File: src/design/acirtx_pkg.sv
package acirtx_pkg;

   localparam int unsigned PULSE_COUNT = 307;
   localparam int unsigned FRAME_BYTES = 19;
   localparam int unsigned FRAME_BITS  = FRAME_BYTES * 8;

   localparam logic [8:0] POS_HEADER_MARK  = 9'd0;
   localparam logic [8:0] POS_HEADER_SPACE = 9'd1;
   localparam logic [8:0] POS_FOOTER_MARK  = 9'(PULSE_COUNT - 1);

   localparam logic OP_START = 1'b0;
   localparam logic OP_NEXT  = 1'b1;

   localparam logic [2:0] CSR_HEADER_MARK  = 3'd0;
   localparam logic [2:0] CSR_HEADER_SPACE = 3'd1;
   localparam logic [2:0] CSR_BIT_MARK     = 3'd2;
   localparam logic [2:0] CSR_ONE_SPACE    = 3'd3;
   localparam logic [2:0] CSR_ZERO_SPACE   = 3'd4;
   localparam logic [2:0] CSR_FOOTER_MARK  = 3'd5;

   localparam logic [15:0] RST_HEADER_MARK  = 16'd3588;
   localparam logic [15:0] RST_HEADER_SPACE = 16'd1790;
   localparam logic [15:0] RST_BIT_MARK     = 16'd420;
   localparam logic [15:0] RST_ONE_SPACE    = 16'd1330;
   localparam logic [15:0] RST_ZERO_SPACE   = 16'd470;
   localparam logic [15:0] RST_FOOTER_MARK  = 16'd490;

   localparam logic [7:0] TEMP_DEFAULT_CODE = 8'h1C;
   localparam logic [3:0] POWER_ON_NIBBLE   = 4'b1001;
   localparam logic [3:0] POWER_OFF_NIBBLE  = 4'b0001;

   function automatic logic [7:0] flip8(input logic [7:0] v);
      logic [7:0] r;
      for (int i = 0; i < 8; i++) begin
         r[i] = v[7 - i];
      end
      return r;
   endfunction

   // Sum of the bit-reversed fixed bytes 0..4, 7, 9..17 of the frame
   localparam logic [7:0] FIXED_REV_SUM = 8'hF5;

   function automatic logic [7:0] temp_code(input logic [5:0] t);
      logic [7:0] c;
      case (t)
         6'd16: c = 8'h04;
         6'd17: c = 8'h44;
         6'd18: c = 8'h24;
         6'd19: c = 8'h64;
         6'd20: c = 8'h14;
         6'd21: c = 8'h54;
         6'd22: c = 8'h34;
         6'd23: c = 8'h74;
         6'd24: c = 8'h0C;
         6'd25: c = 8'h4C;
         6'd26: c = 8'h2C;
         6'd27: c = 8'h6C;
         6'd28: c = 8'h1C;
         6'd29: c = 8'h5C;
         6'd30: c = 8'h3C;
         default: c = TEMP_DEFAULT_CODE;
      endcase
      return c;
   endfunction

   function automatic logic [3:0] mode_code(input logic [2:0] m);
      logic [3:0] c;
      case (m)
         3'd1: c = 4'hC;
         3'd2: c = 4'h2;
         3'd3: c = 4'h4;
         default: c = 4'h0;
      endcase
      return c;
   endfunction

   function automatic logic [3:0] fan_code(input logic [2:0] f);
      logic [3:0] c;
      case (f)
         3'd1: c = 4'hC;
         3'd2: c = 4'hA;
         3'd3: c = 4'hE;
         default: c = 4'h5;
      endcase
      return c;
   endfunction

   function automatic logic [3:0] swing_code(input logic [2:0] s);
      logic [3:0] c;
      case (s)
         3'd1: c = 4'hA;
         3'd2: c = 4'h2;
         3'd3: c = 4'hC;
         3'd4: c = 4'h4;
         3'd5: c = 4'h8;
         default: c = 4'hF;
      endcase
      return c;
   endfunction

endpackage

File: src/design/ac_ir_frame_transmitter.sv
// Channel | Direction | Ports                                          | Handshake
// req     | in        | op, temp_c, ac_mode, power_flag, fan/swing     | req_valid / req_ready
// rsp     | out       | pulse_duration, is_mark, pulse_number, ...     | rsp_valid / rsp_ready
// csr     | in        | csr_index, csr_wdata                           | csr_wr_en, no wait
//
// One word per cycle: a start word builds the frame in its accept cycle, a next
// word puts one pulse into the output register in its accept cycle if a frame is in progress.
// The output register is the only stage; req_ready is low only while it holds
// a word that rsp_ready does not take. Synchronous reset clears the output
// valid, the sending flag and the pulse counter and restores the durations.
module ac_ir_frame_transmitter (
   input  logic        clock,
   input  logic        reset,
   input  logic        req_valid,
   output logic        req_ready,
   input  logic        req_op,
   input  logic [5:0]  req_temp_c,
   input  logic [2:0]  req_ac_mode,
   input  logic        req_power_flag,
   input  logic [2:0]  req_fan_speed,
   input  logic [2:0]  req_swing_pos,
   output logic        rsp_valid,
   input  logic        rsp_ready,
   output logic [15:0] rsp_pulse_duration,
   output logic        rsp_is_mark,
   output logic [8:0]  rsp_pulse_number,
   output logic        rsp_last_pulse,
   output logic [7:0]  rsp_frame_checksum,
   input  logic        csr_wr_en,
   input  logic [2:0]  csr_index,
   input  logic [15:0] csr_wdata
);

   logic [15:0] header_mark_ff, header_space_ff, bit_mark_ff;
   logic [15:0] one_space_ff, zero_space_ff, footer_mark_ff;

   // variable frame bytes 5, 6, 8 and the checksum byte 18
   logic [7:0] byte5_ff, byte5_in;
   logic [7:0] byte6_ff, byte6_in;
   logic [7:0] byte8_ff, byte8_in;
   logic [7:0] csum_ff, csum_in;

   logic       sending_ff, sending_in;
   logic [8:0] pos_ff, pos_in;

   logic        rsp_valid_ff, rsp_valid_in;
   logic [15:0] dur_ff, dur_in;
   logic        mark_ff, mark_in;
   logic [8:0]  num_ff;
   logic        last_ff, last_in;
   logic [7:0]  rsp_csum_ff;

   logic       accept, start, emit;
   logic [8:0] pos_m2;
   logic [7:0] bit_idx;
   logic [7:0] vec_idx;
   logic [acirtx_pkg::FRAME_BITS-1:0] frame_vec;
   logic       data_bit;

   assign req_ready = !rsp_valid_ff || rsp_ready;
   assign accept    = req_valid && req_ready;
   assign start     = accept && (req_op == acirtx_pkg::OP_START);
   assign emit      = accept && (req_op == acirtx_pkg::OP_NEXT) && sending_ff;

   always_comb begin
      byte5_in = {(req_power_flag ? acirtx_pkg::POWER_ON_NIBBLE
                                  : acirtx_pkg::POWER_OFF_NIBBLE),
                  acirtx_pkg::mode_code(req_ac_mode)};
      byte6_in = acirtx_pkg::temp_code(req_temp_c);
      byte8_in = {acirtx_pkg::swing_code(req_swing_pos),
                  acirtx_pkg::fan_code(req_fan_speed)};
      csum_in  = acirtx_pkg::flip8(acirtx_pkg::FIXED_REV_SUM
                                   + acirtx_pkg::flip8(byte5_in)
                                   + acirtx_pkg::flip8(byte6_in)
                                   + acirtx_pkg::flip8(byte8_in));
   end

   assign frame_vec = {8'h40, 8'h04, 8'h07, 8'h20, 8'h00, byte5_ff, byte6_ff,
                       8'h01, byte8_ff, 8'h00, 8'h00, 8'h70, 8'h07, 8'h00,
                       8'h00, 8'h81, 8'h00, 8'h00, csum_ff};

   // byte 0 sits at the top of frame_vec, so bit b is frame_vec[151 - b]
   assign pos_m2   = pos_ff - 9'd2;
   assign bit_idx  = pos_m2[8:1];
   assign vec_idx  = 8'(acirtx_pkg::FRAME_BITS - 1) - bit_idx;
   assign data_bit = frame_vec[vec_idx];

   always_comb begin
      last_in = 1'b0;
      if (pos_ff == acirtx_pkg::POS_HEADER_MARK) begin
         dur_in  = header_mark_ff;
         mark_in = 1'b1;
      end else if (pos_ff == acirtx_pkg::POS_HEADER_SPACE) begin
         dur_in  = header_space_ff;
         mark_in = 1'b0;
      end else if (pos_ff == acirtx_pkg::POS_FOOTER_MARK) begin
         dur_in  = footer_mark_ff;
         mark_in = 1'b1;
         last_in = 1'b1;
      end else if (!pos_m2[0]) begin
         dur_in  = bit_mark_ff;
         mark_in = 1'b1;
      end else begin
         dur_in  = data_bit ? one_space_ff : zero_space_ff;
         mark_in = 1'b0;
      end
   end

   always_comb begin
      sending_in = sending_ff;
      pos_in     = pos_ff;
      if (start) begin
         sending_in = 1'b1;
         pos_in     = '0;
      end else if (emit) begin
         if (last_in) begin
            sending_in = 1'b0;
            pos_in     = '0;
         end else begin
            pos_in = pos_ff + 9'd1;
         end
      end
      if (emit) begin
         rsp_valid_in = 1'b1;
      end else if (rsp_ready) begin
         rsp_valid_in = 1'b0;
      end else begin
         rsp_valid_in = rsp_valid_ff;
      end
   end

   always_ff @(posedge clock) begin
      if (reset) begin
         sending_ff      <= 1'b0;
         pos_ff          <= '0;
         rsp_valid_ff    <= 1'b0;
         header_mark_ff  <= acirtx_pkg::RST_HEADER_MARK;
         header_space_ff <= acirtx_pkg::RST_HEADER_SPACE;
         bit_mark_ff     <= acirtx_pkg::RST_BIT_MARK;
         one_space_ff    <= acirtx_pkg::RST_ONE_SPACE;
         zero_space_ff   <= acirtx_pkg::RST_ZERO_SPACE;
         footer_mark_ff  <= acirtx_pkg::RST_FOOTER_MARK;
      end else begin
         sending_ff   <= sending_in;
         pos_ff       <= pos_in;
         rsp_valid_ff <= rsp_valid_in;
         if (csr_wr_en) begin
            case (csr_index)
               acirtx_pkg::CSR_HEADER_MARK:  header_mark_ff  <= csr_wdata;
               acirtx_pkg::CSR_HEADER_SPACE: header_space_ff <= csr_wdata;
               acirtx_pkg::CSR_BIT_MARK:     bit_mark_ff     <= csr_wdata;
               acirtx_pkg::CSR_ONE_SPACE:    one_space_ff    <= csr_wdata;
               acirtx_pkg::CSR_ZERO_SPACE:   zero_space_ff   <= csr_wdata;
               acirtx_pkg::CSR_FOOTER_MARK:  footer_mark_ff  <= csr_wdata;
               default: ;
            endcase
         end
      end
   end

   // payload registers, no reset
   always_ff @(posedge clock) begin
      if (start) begin
         byte5_ff <= byte5_in;
         byte6_ff <= byte6_in;
         byte8_ff <= byte8_in;
         csum_ff  <= csum_in;
      end
      if (emit) begin
         dur_ff      <= dur_in;
         mark_ff     <= mark_in;
         num_ff      <= pos_ff;
         last_ff     <= last_in;
         rsp_csum_ff <= csum_ff;
      end
   end

   assign rsp_valid          = rsp_valid_ff;
   assign rsp_pulse_duration = dur_ff;
   assign rsp_is_mark        = mark_ff;
   assign rsp_pulse_number   = num_ff;
   assign rsp_last_pulse     = last_ff;
   assign rsp_frame_checksum = rsp_csum_ff;

endmodule
File: config.mk
export PLATFORM = sky130hd
export DESIGN_NAME = ac_ir_frame_transmitter
export DESIGN_NICKNAME = d
export VERILOG_FILES = /design/src/design/acirtx_pkg.sv /design/src/design/ac_ir_frame_transmitter.sv
export SDC_FILE = /design/constraint.sdc
export NUM_CORES = 1
export LEC_CHECK = 0
export BUFFER_PORTS_ARGS = -buffer_cell sky130_fd_sc_hd__buf_2
export CORE_MARGIN = 2
export CORE_UTILIZATION = 35
export CTS_CLUSTER_SIZE = 10
export DETAILED_ROUTE_END_ITERATION = 10
export PLACE_DENSITY = 0.59
export SLEW_MARGIN = 20
export SYNTH_ARGS = -nofsm -noshare
export SYNTH_HDL_FRONTEND = slang
export SYNTH_SLANG_ARGS = --single-unit
File: constraint.sdc
create_clock -name clock -period 5.6 [get_ports clock]
set_input_delay 0.56 -clock clock [delete_from_list [all_inputs] [get_ports clock]]
set_output_delay 0.56 -clock clock [all_outputs]
set_load 0.01 [all_outputs]
# After elaboration in Yosys (flattened, before gate mapping)
# Memory sizes are Yosys's and may differ from the RTL's.
# Cells that the tools add are included.
[op_classes]
add_sub_neg = 6
n_lt_le_gt_ge = 1
n_eq_ne = 18
mux = 24
bitwise_logic = 1
reduce_logical = 19
[ops]
columns = ["cell", "n"]
rows = [
  ["16-bit 2-to-1 mux", 5],
  ["3-bit by 2-bit == test with 1-bit output, second input constant", 8],
  ["4-bit one-hot mux with 3 select lines", 2],
  ["4-bit one-hot mux with 5 select lines", 1],
  ["8-bit adder", 2],
  ["2-bit AND reduction", 7],
  ["3-bit by 1-bit == test with 1-bit output, second input constant", 4],
  ["3-bit == test, second input constant", 4],
  ["1-bit 2-to-1 mux", 12],
  ["9-bit by 1-bit adder with 9-bit output, second input constant", 1],
  ["9-bit by 1-bit == test with 1-bit output, second input constant", 1],
  ["9-bit == test, second input constant", 1],
  ["9-bit zero test", 1],
  ["8-bit by 9-bit less-than comparator with 1-bit output, second input constant", 1],
  ["9-bit 2-to-1 mux", 1],
  ["9-bit by 2-bit subtractor with 9-bit output, second input constant", 1],
  ["8-bit adder, first input constant", 1],
  ["1-bit binary-select mux with 8-bit select", 1],
  ["8-bit 2-to-1 mux", 1],
  ["8-bit subtractor, first input constant", 1],
  ["2-bit nonzero test", 3],
  ["1-bit logical AND", 4],
  ["4-bit 2-to-1 mux", 1],
  ["3-bit zero test", 1],
  ["other kinds (4)", 4],
]
[totals]
register_bits = 174
mem_bits_ro = 128
input_bits = 41
n_memories = 1
[memory_table]
columns = ["name", "words", "word_bits", "rd", "rd_clocked_by_memory_dff", "wr", "line", "source"]
rows = [
  ["(name not given)", 32, 4, 1, 0, 0, "acirtx_pkg.sv:45", "case (t)"],
]

# Logic depth before layout (Yosys ltp)
[logic_depth]
ltp_word = 9
depth_mapped = 16
ltp_nobuf = 14

# Least setup slack after synthesis
# Ideal clock, no wire load.
[synth_timing]
path_type = "register to register"
start = "register pos_ff[1]"
end = "register dur_ff[10], in the netlist rsp_pulse_duration[10], data pin"
setup_time_ns = 0.135
arrival_time_ns = 3.766
setup_slack_ns = 1.699
stages_incl_launch_ff = 17
n_path_buf = 4
synth_period_minus_slack_ns = 3.901
cell_sequence = "dfxtp_1 clkbuf_1 inv_1 ha_1 buf_2 or3b_1 buf_2 xnor2_1 ha_1 xor2_1 a21oi_1 or4b_1 o211ai_1 a221oi_4 buf_4 or3_1 nand3_1"
[synth_via]
elab_chain_len = 9
elab_cells_between_ends = 12
cone_classes = "2 x add/sub; 2 x eq/ne; 7 x mux; 1 x reduce/logical"
[synth_lines]
columns = ["item", "line", "source"]
rows = [
  ["start, declared", "ac_ir_frame_transmitter.sv:44", "logic [8:0] pos_ff, pos_in;"],
  ["start signal, assigned", "ac_ir_frame_transmitter.sv:145", "pos_ff <= pos_in;"],
  ["9-bit by 2-bit subtractor with 9-bit output", "ac_ir_frame_transmitter.sv:83", "assign pos_m2 = pos_ff - 9'd2;"],
  ["8-bit subtractor", "ac_ir_frame_transmitter.sv:85", "assign vec_idx = 8'(acirtx_pkg::FRAME_BITS - 1) - bit_idx;"],
  ["1-bit binary-select mux with 8-bit select", "ac_ir_frame_transmitter.sv:86", "assign data_bit = frame_vec[vec_idx];"],
  ["1-bit 2-to-1 mux (implied by the code)", "ac_ir_frame_transmitter.sv:86", ""],
  ["16-bit 2-to-1 mux", "ac_ir_frame_transmitter.sv:104", "dur_in = data_bit ? one_space_ff : zero_space_ff;"],
  ["16-bit 2-to-1 mux", "ac_ir_frame_transmitter.sv:100", "end else if (!pos_m2[0]) begin"],
  ["16-bit 2-to-1 mux", "ac_ir_frame_transmitter.sv:96", "end else if (pos_ff == acirtx_pkg::POS_FOOTER_MARK) begin"],
  ["16-bit 2-to-1 mux", "ac_ir_frame_transmitter.sv:93", "end else if (pos_ff == acirtx_pkg::POS_HEADER_SPACE) begin"],
  ["16-bit 2-to-1 mux *", "ac_ir_frame_transmitter.sv:90", "if (pos_ff == acirtx_pkg::POS_HEADER_MARK) begin"],
  ["net dur_in[10]", "ac_ir_frame_transmitter.sv:47", "logic [15:0] dur_ff, dur_in;"],
  ["end signal, assigned", "ac_ir_frame_transmitter.sv:170", "dur_ff <= dur_in;"],
  ["end, declared", "ac_ir_frame_transmitter.sv:47", ""],
]
# Mark *: on every way through the listed nets, which the timed path passes. The rest lies on a longest branch. The select of a mux whose other input is x is not followed.
# A chain may end at the register's enable or synchronous reset.

# Final worst setup path
[layout_timing]
start = "register pos_ff[2]"
end = "register dur_ff[12], in the netlist rsp_pulse_duration[12], data pin"
# Same word-level chain as after synthesis.

==> results.py <==
metrics = {
    "timing": {
        "max-slew-margin-rel": 0.274,
        "finalHoldViolations": 0,
        "report.final.slew_viol_count": 0,
        "fin_tns_setup_ns": 0,
        "min_period_over_period": 0.752,
        "rsz0062_at_grt": "no",
        "tightest_slew_ns": 1.09,
        "fmax_mhz": 238,
        "period_needed_ns": 4.21,
        "fin_skew_ns": 0.0114,
        "finalSetupViolations": 0,
    },
    "floorplanning": {
        "die_h_um": 158,
        "die-area_um2": 24900,
        "core_area_um2": 23300,
        "ios": 78,
        "fp-row-count": 56,
        "die_w_um": 158,
        "start_util": 0.355,
    },
    "yosys": {
        "syn_area_um2": 8290,
        "synth-edff-count": 59,
        "synth_top_area_share": 0.258,
        "synth_flop_cell": "dfxtp_1",
        "mappedNetlistNets": 1029,
        "async_flop_share": 0,
        "syn_avg_cell_area_um2": 8.64,
        "syn_inst": 959,
        "ys_seq_area_frac": 0.472,
        "yosys.area.top_type": "dfxtp_1",
        "synthTopCellsByArea": "dfxtp_1 26%, edfxtp_1 21%, nand2_1 11%",
        "synth_cell_types": 55,
        "yosys_warnings": 0,
        "synth_seq_cells": 166,
    },
    "clock_network": {
        "h-tree-depth": 4,
        "clock_latency_ns": 0.43,
        "cts_setup_buffers": 0,
        "hold_buffers": 0,
        "clock-sinks": 166,
        "cts-root-buf": "clkbuf_16",
        "cts_buffer_depth": 2,
        "cts_resized": 0,
        "cts_tree": "done",
        "numCtsBuffers": 17,
        "path_clk_slew_ns": 0.07,
    },
    "cells_and_area": {
        "drive_gt1_frac": 0.129,
        "syn_to_final_growth_pct": 14.0,
        "fillers": 2330,
        "instances_no_fill": 1329,
        "antennaDiodeCount": 0,
        "layout.nets": 1067,
    },
    "power": {
        "p_sw_frac": 0.255,
        "p_int_uw": 2000,
        "p_comb_frac": 0.074,
        "p_clk_frac": 0.439,
        "power_leakage_uw": 0.00357,
        "pwr-share-seq": 0.487,
        "power.density_nw_per_um2": 284,
        "vdd_drop_max_v": 0.000155,
        "p_sw_uw": 683,
        "total_power_uw": 2680,
    },
    "setup_path": {
        "max_stage_delay_ns": 0.58,
        "required_ns": 5.77,
        "worst_path_most_repeated_cell": "ha_1",
        "startpoint_type": "flip-flop",
        "worstPathMaxFanout": 18,
        "cpMaxStageDelayCell": "a221oi_4",
        "endpoint_kind": "flip-flop",
        "path_class": "flip-flop to flip-flop",
        "critPathArrivalTime_ns": 4.38,
        "path_cells": "inv_1 -> ha_1 -> or3b_1 -> xnor2_1 -> ha_1 -> nor2b_1 -> a2111oi_0 -> o32a_1 -> a21oi_2 -> a221oi_4 -> buf_8 -> or3_1 -> nand3_1",
    },
    "route": {
        "wirelength_mm": 21.1,
        "num_vias": 6757,
        "drt-initial-drc-count": 437,
        "first_pass_iters": 5,
        "viasPerCell": 5.08,
        "route.detailed.drc": 0,
        "drtAntennaViolNets": 0,
        "post_drt_wl_per_cell_um": 15.9,
    },
    "global_routing": {
        "track_usage": 0.173,
        "grt_pass1_vias": 6056,
        "grt_pass1_wl_mm": 33.3,
        "grt_max_degree": 101,
        "antenna_found_initial": 1,
        "grt_overflow_total": 0,
    },
    "flow_run": {
        "maxCapViolations": 0,
    },
    "placed_design": {
        "gp_congestion": 0.828,
        "hpwl_mm": 14.0,
        "portBuffers": 77,
        "dp.cells": 1296,
    },
    "worst_hold_path": {
        "hold_class": "primary input to flip-flop",
    },
    "outcome": {
        "status": "finished, final reports clean",
    },
}
## area by class of cell
class / count / area [um^2] / share of cell area
multi-input combinational: 680 / 3920 / 0.415
sequential: 166 / 3910 / 0.414
timing repair buffer: 85 / 453 / 0.0479
clock buffer: 17 / 425 / 0.0450
tap: 319 / 399 / 0.0422
inverter: 47 / 176 / 0.0187
clock inverter: 15 / 164 / 0.0173
## synth_stat cells, drive strengths merged, types with 2 or more instances
library cell,instances
nand2,243
dfxtp,107
a21oi,75
edfxtp,59
clkbuf,53
nor2,53
inv,47
o21ai,40
nand3b,35
nand3,29
ha,27
o211ai,19
or3,19
a211oi,17
o311a,17
xnor2,15
buf,13
mux2i,10
nand2b,7
nor2b,7
xor2,7
nand4,5
a21o,4
and2,4
and3,4
nor3,4
nor4,4
a31oi,3
nand4b,3
o31a,3
a2111oi,2
and4,2
fa,2
mux4,2
o21bai,2
or2,2
or4,2
## worst paths after layout
kind                                      from                      to  slack, ns  depth (start not counted)
worst max register to register       pos_ff[2]  rsp_pulse_duration[12]       1.39                         13
worst min register to register  bit_mark_ff[3]          bit_mark_ff[3]       0.45                          2
worst max-delay path                 pos_ff[2]  rsp_pulse_duration[12]       1.39                         13
worst min-delay path            req_power_flag             byte5_ff[7]       0.31                          1
## metrics by stage
step | hold WS [ns] | utilization | instance area, um^2 | setup slack [ns]
floorplan | 0.406 | - | 8290 | 1.70
global placement | 0.434 | 0.379 | 8840 | 1.27
detailed placement | 0.443 | 0.379 | 8850 | 1.13
CTS | 0.302 | 0.404 | 9440 | 1.11
global route | 0.301 | 0.405 | 9450 | 1.10
finish | 0.312 | 0.405 | 9450 | 1.39
## layer usage
layer | vias up | track usage | wire length (um)
met2 | 166 | 0.272 | 9610
met1 | 3184 | 0.245 | 10300
li1 | 3384 | - | -
met5 | - | 0 | 11
met3 | 21 | 0.0266 | 987
met4 | 2 | 0.0494 | 200
## power by group through the flow
stage | Sequential [uW] | Combinational [uW] | Clock, uW
after floorplan | 1330 | 127 | 0
after global placement | 1330 | 196 | 0
after detailed placement | 1330 | 199 | 0
after CTS | 1310 | 200 | 1200
after global routing | 1310 | 226 | 1240
final | 1310 | 198 | 1180
## flip-flops by register name, indices dropped and copies added, names as in the netlist
signal and cells:
bit_mark_ff 16, footer_mark_ff 16, header_mark_ff 16, header_space_ff 16, one_space_ff 16, rsp_pulse_duration 16, zero_space_ff 16, pos_ff 9
rsp_pulse_number 9, byte8_ff 8, csum_ff 8, rsp_frame_checksum 8, byte5_ff 4, byte6_ff 4, rsp_is_mark 1, rsp_last_pulse 1
rsp_valid 1, sending_ff 1
## worst max-delay path, delay by kind of cell, from the launching register on
kind / cells / cell delay, ns
AO/OA/AOI/OAI: 4 / 1.34
XOR/XNOR: 1 / 0.17
adder cells (fa/ha/maj): 2 / 0.74
buffers and inverters: 2 / 0.45
flip-flops: 1 / 0.47
AND/OR/NAND/NOR: 4 / 0.78
## layout by cell type, fill, tap and decap left out, types with 19 or more instances in the layout
cell type and count:
or3_1 19, edfxtp_1 59, dfxtp_1 107, nor2_1 51
nand2_1 243, ha_1 27, o21ai_0 40, nand3_1 29
nand3b_1 35, o211ai_1 19, a21oi_1 74, buf_2 77
inv_1 46
## cell families (layout without fill, tap and decap cells)
kind of cell,after synthesis,count (layout),share of synthesized area
XOR/XNOR,22,22,0.0232
flip-flops,166,166,0.472
AND/OR/NAND/NOR,426,426,0.237
multiplexers,13,13,0.0189
adder cells (fa/ha/maj),29,29,0.0456
buffers and inverters,113,164,0.0557
AO/OA/AOI/OAI,190,190,0.147
No activity file was read; power rests on OpenSTA's default activity.
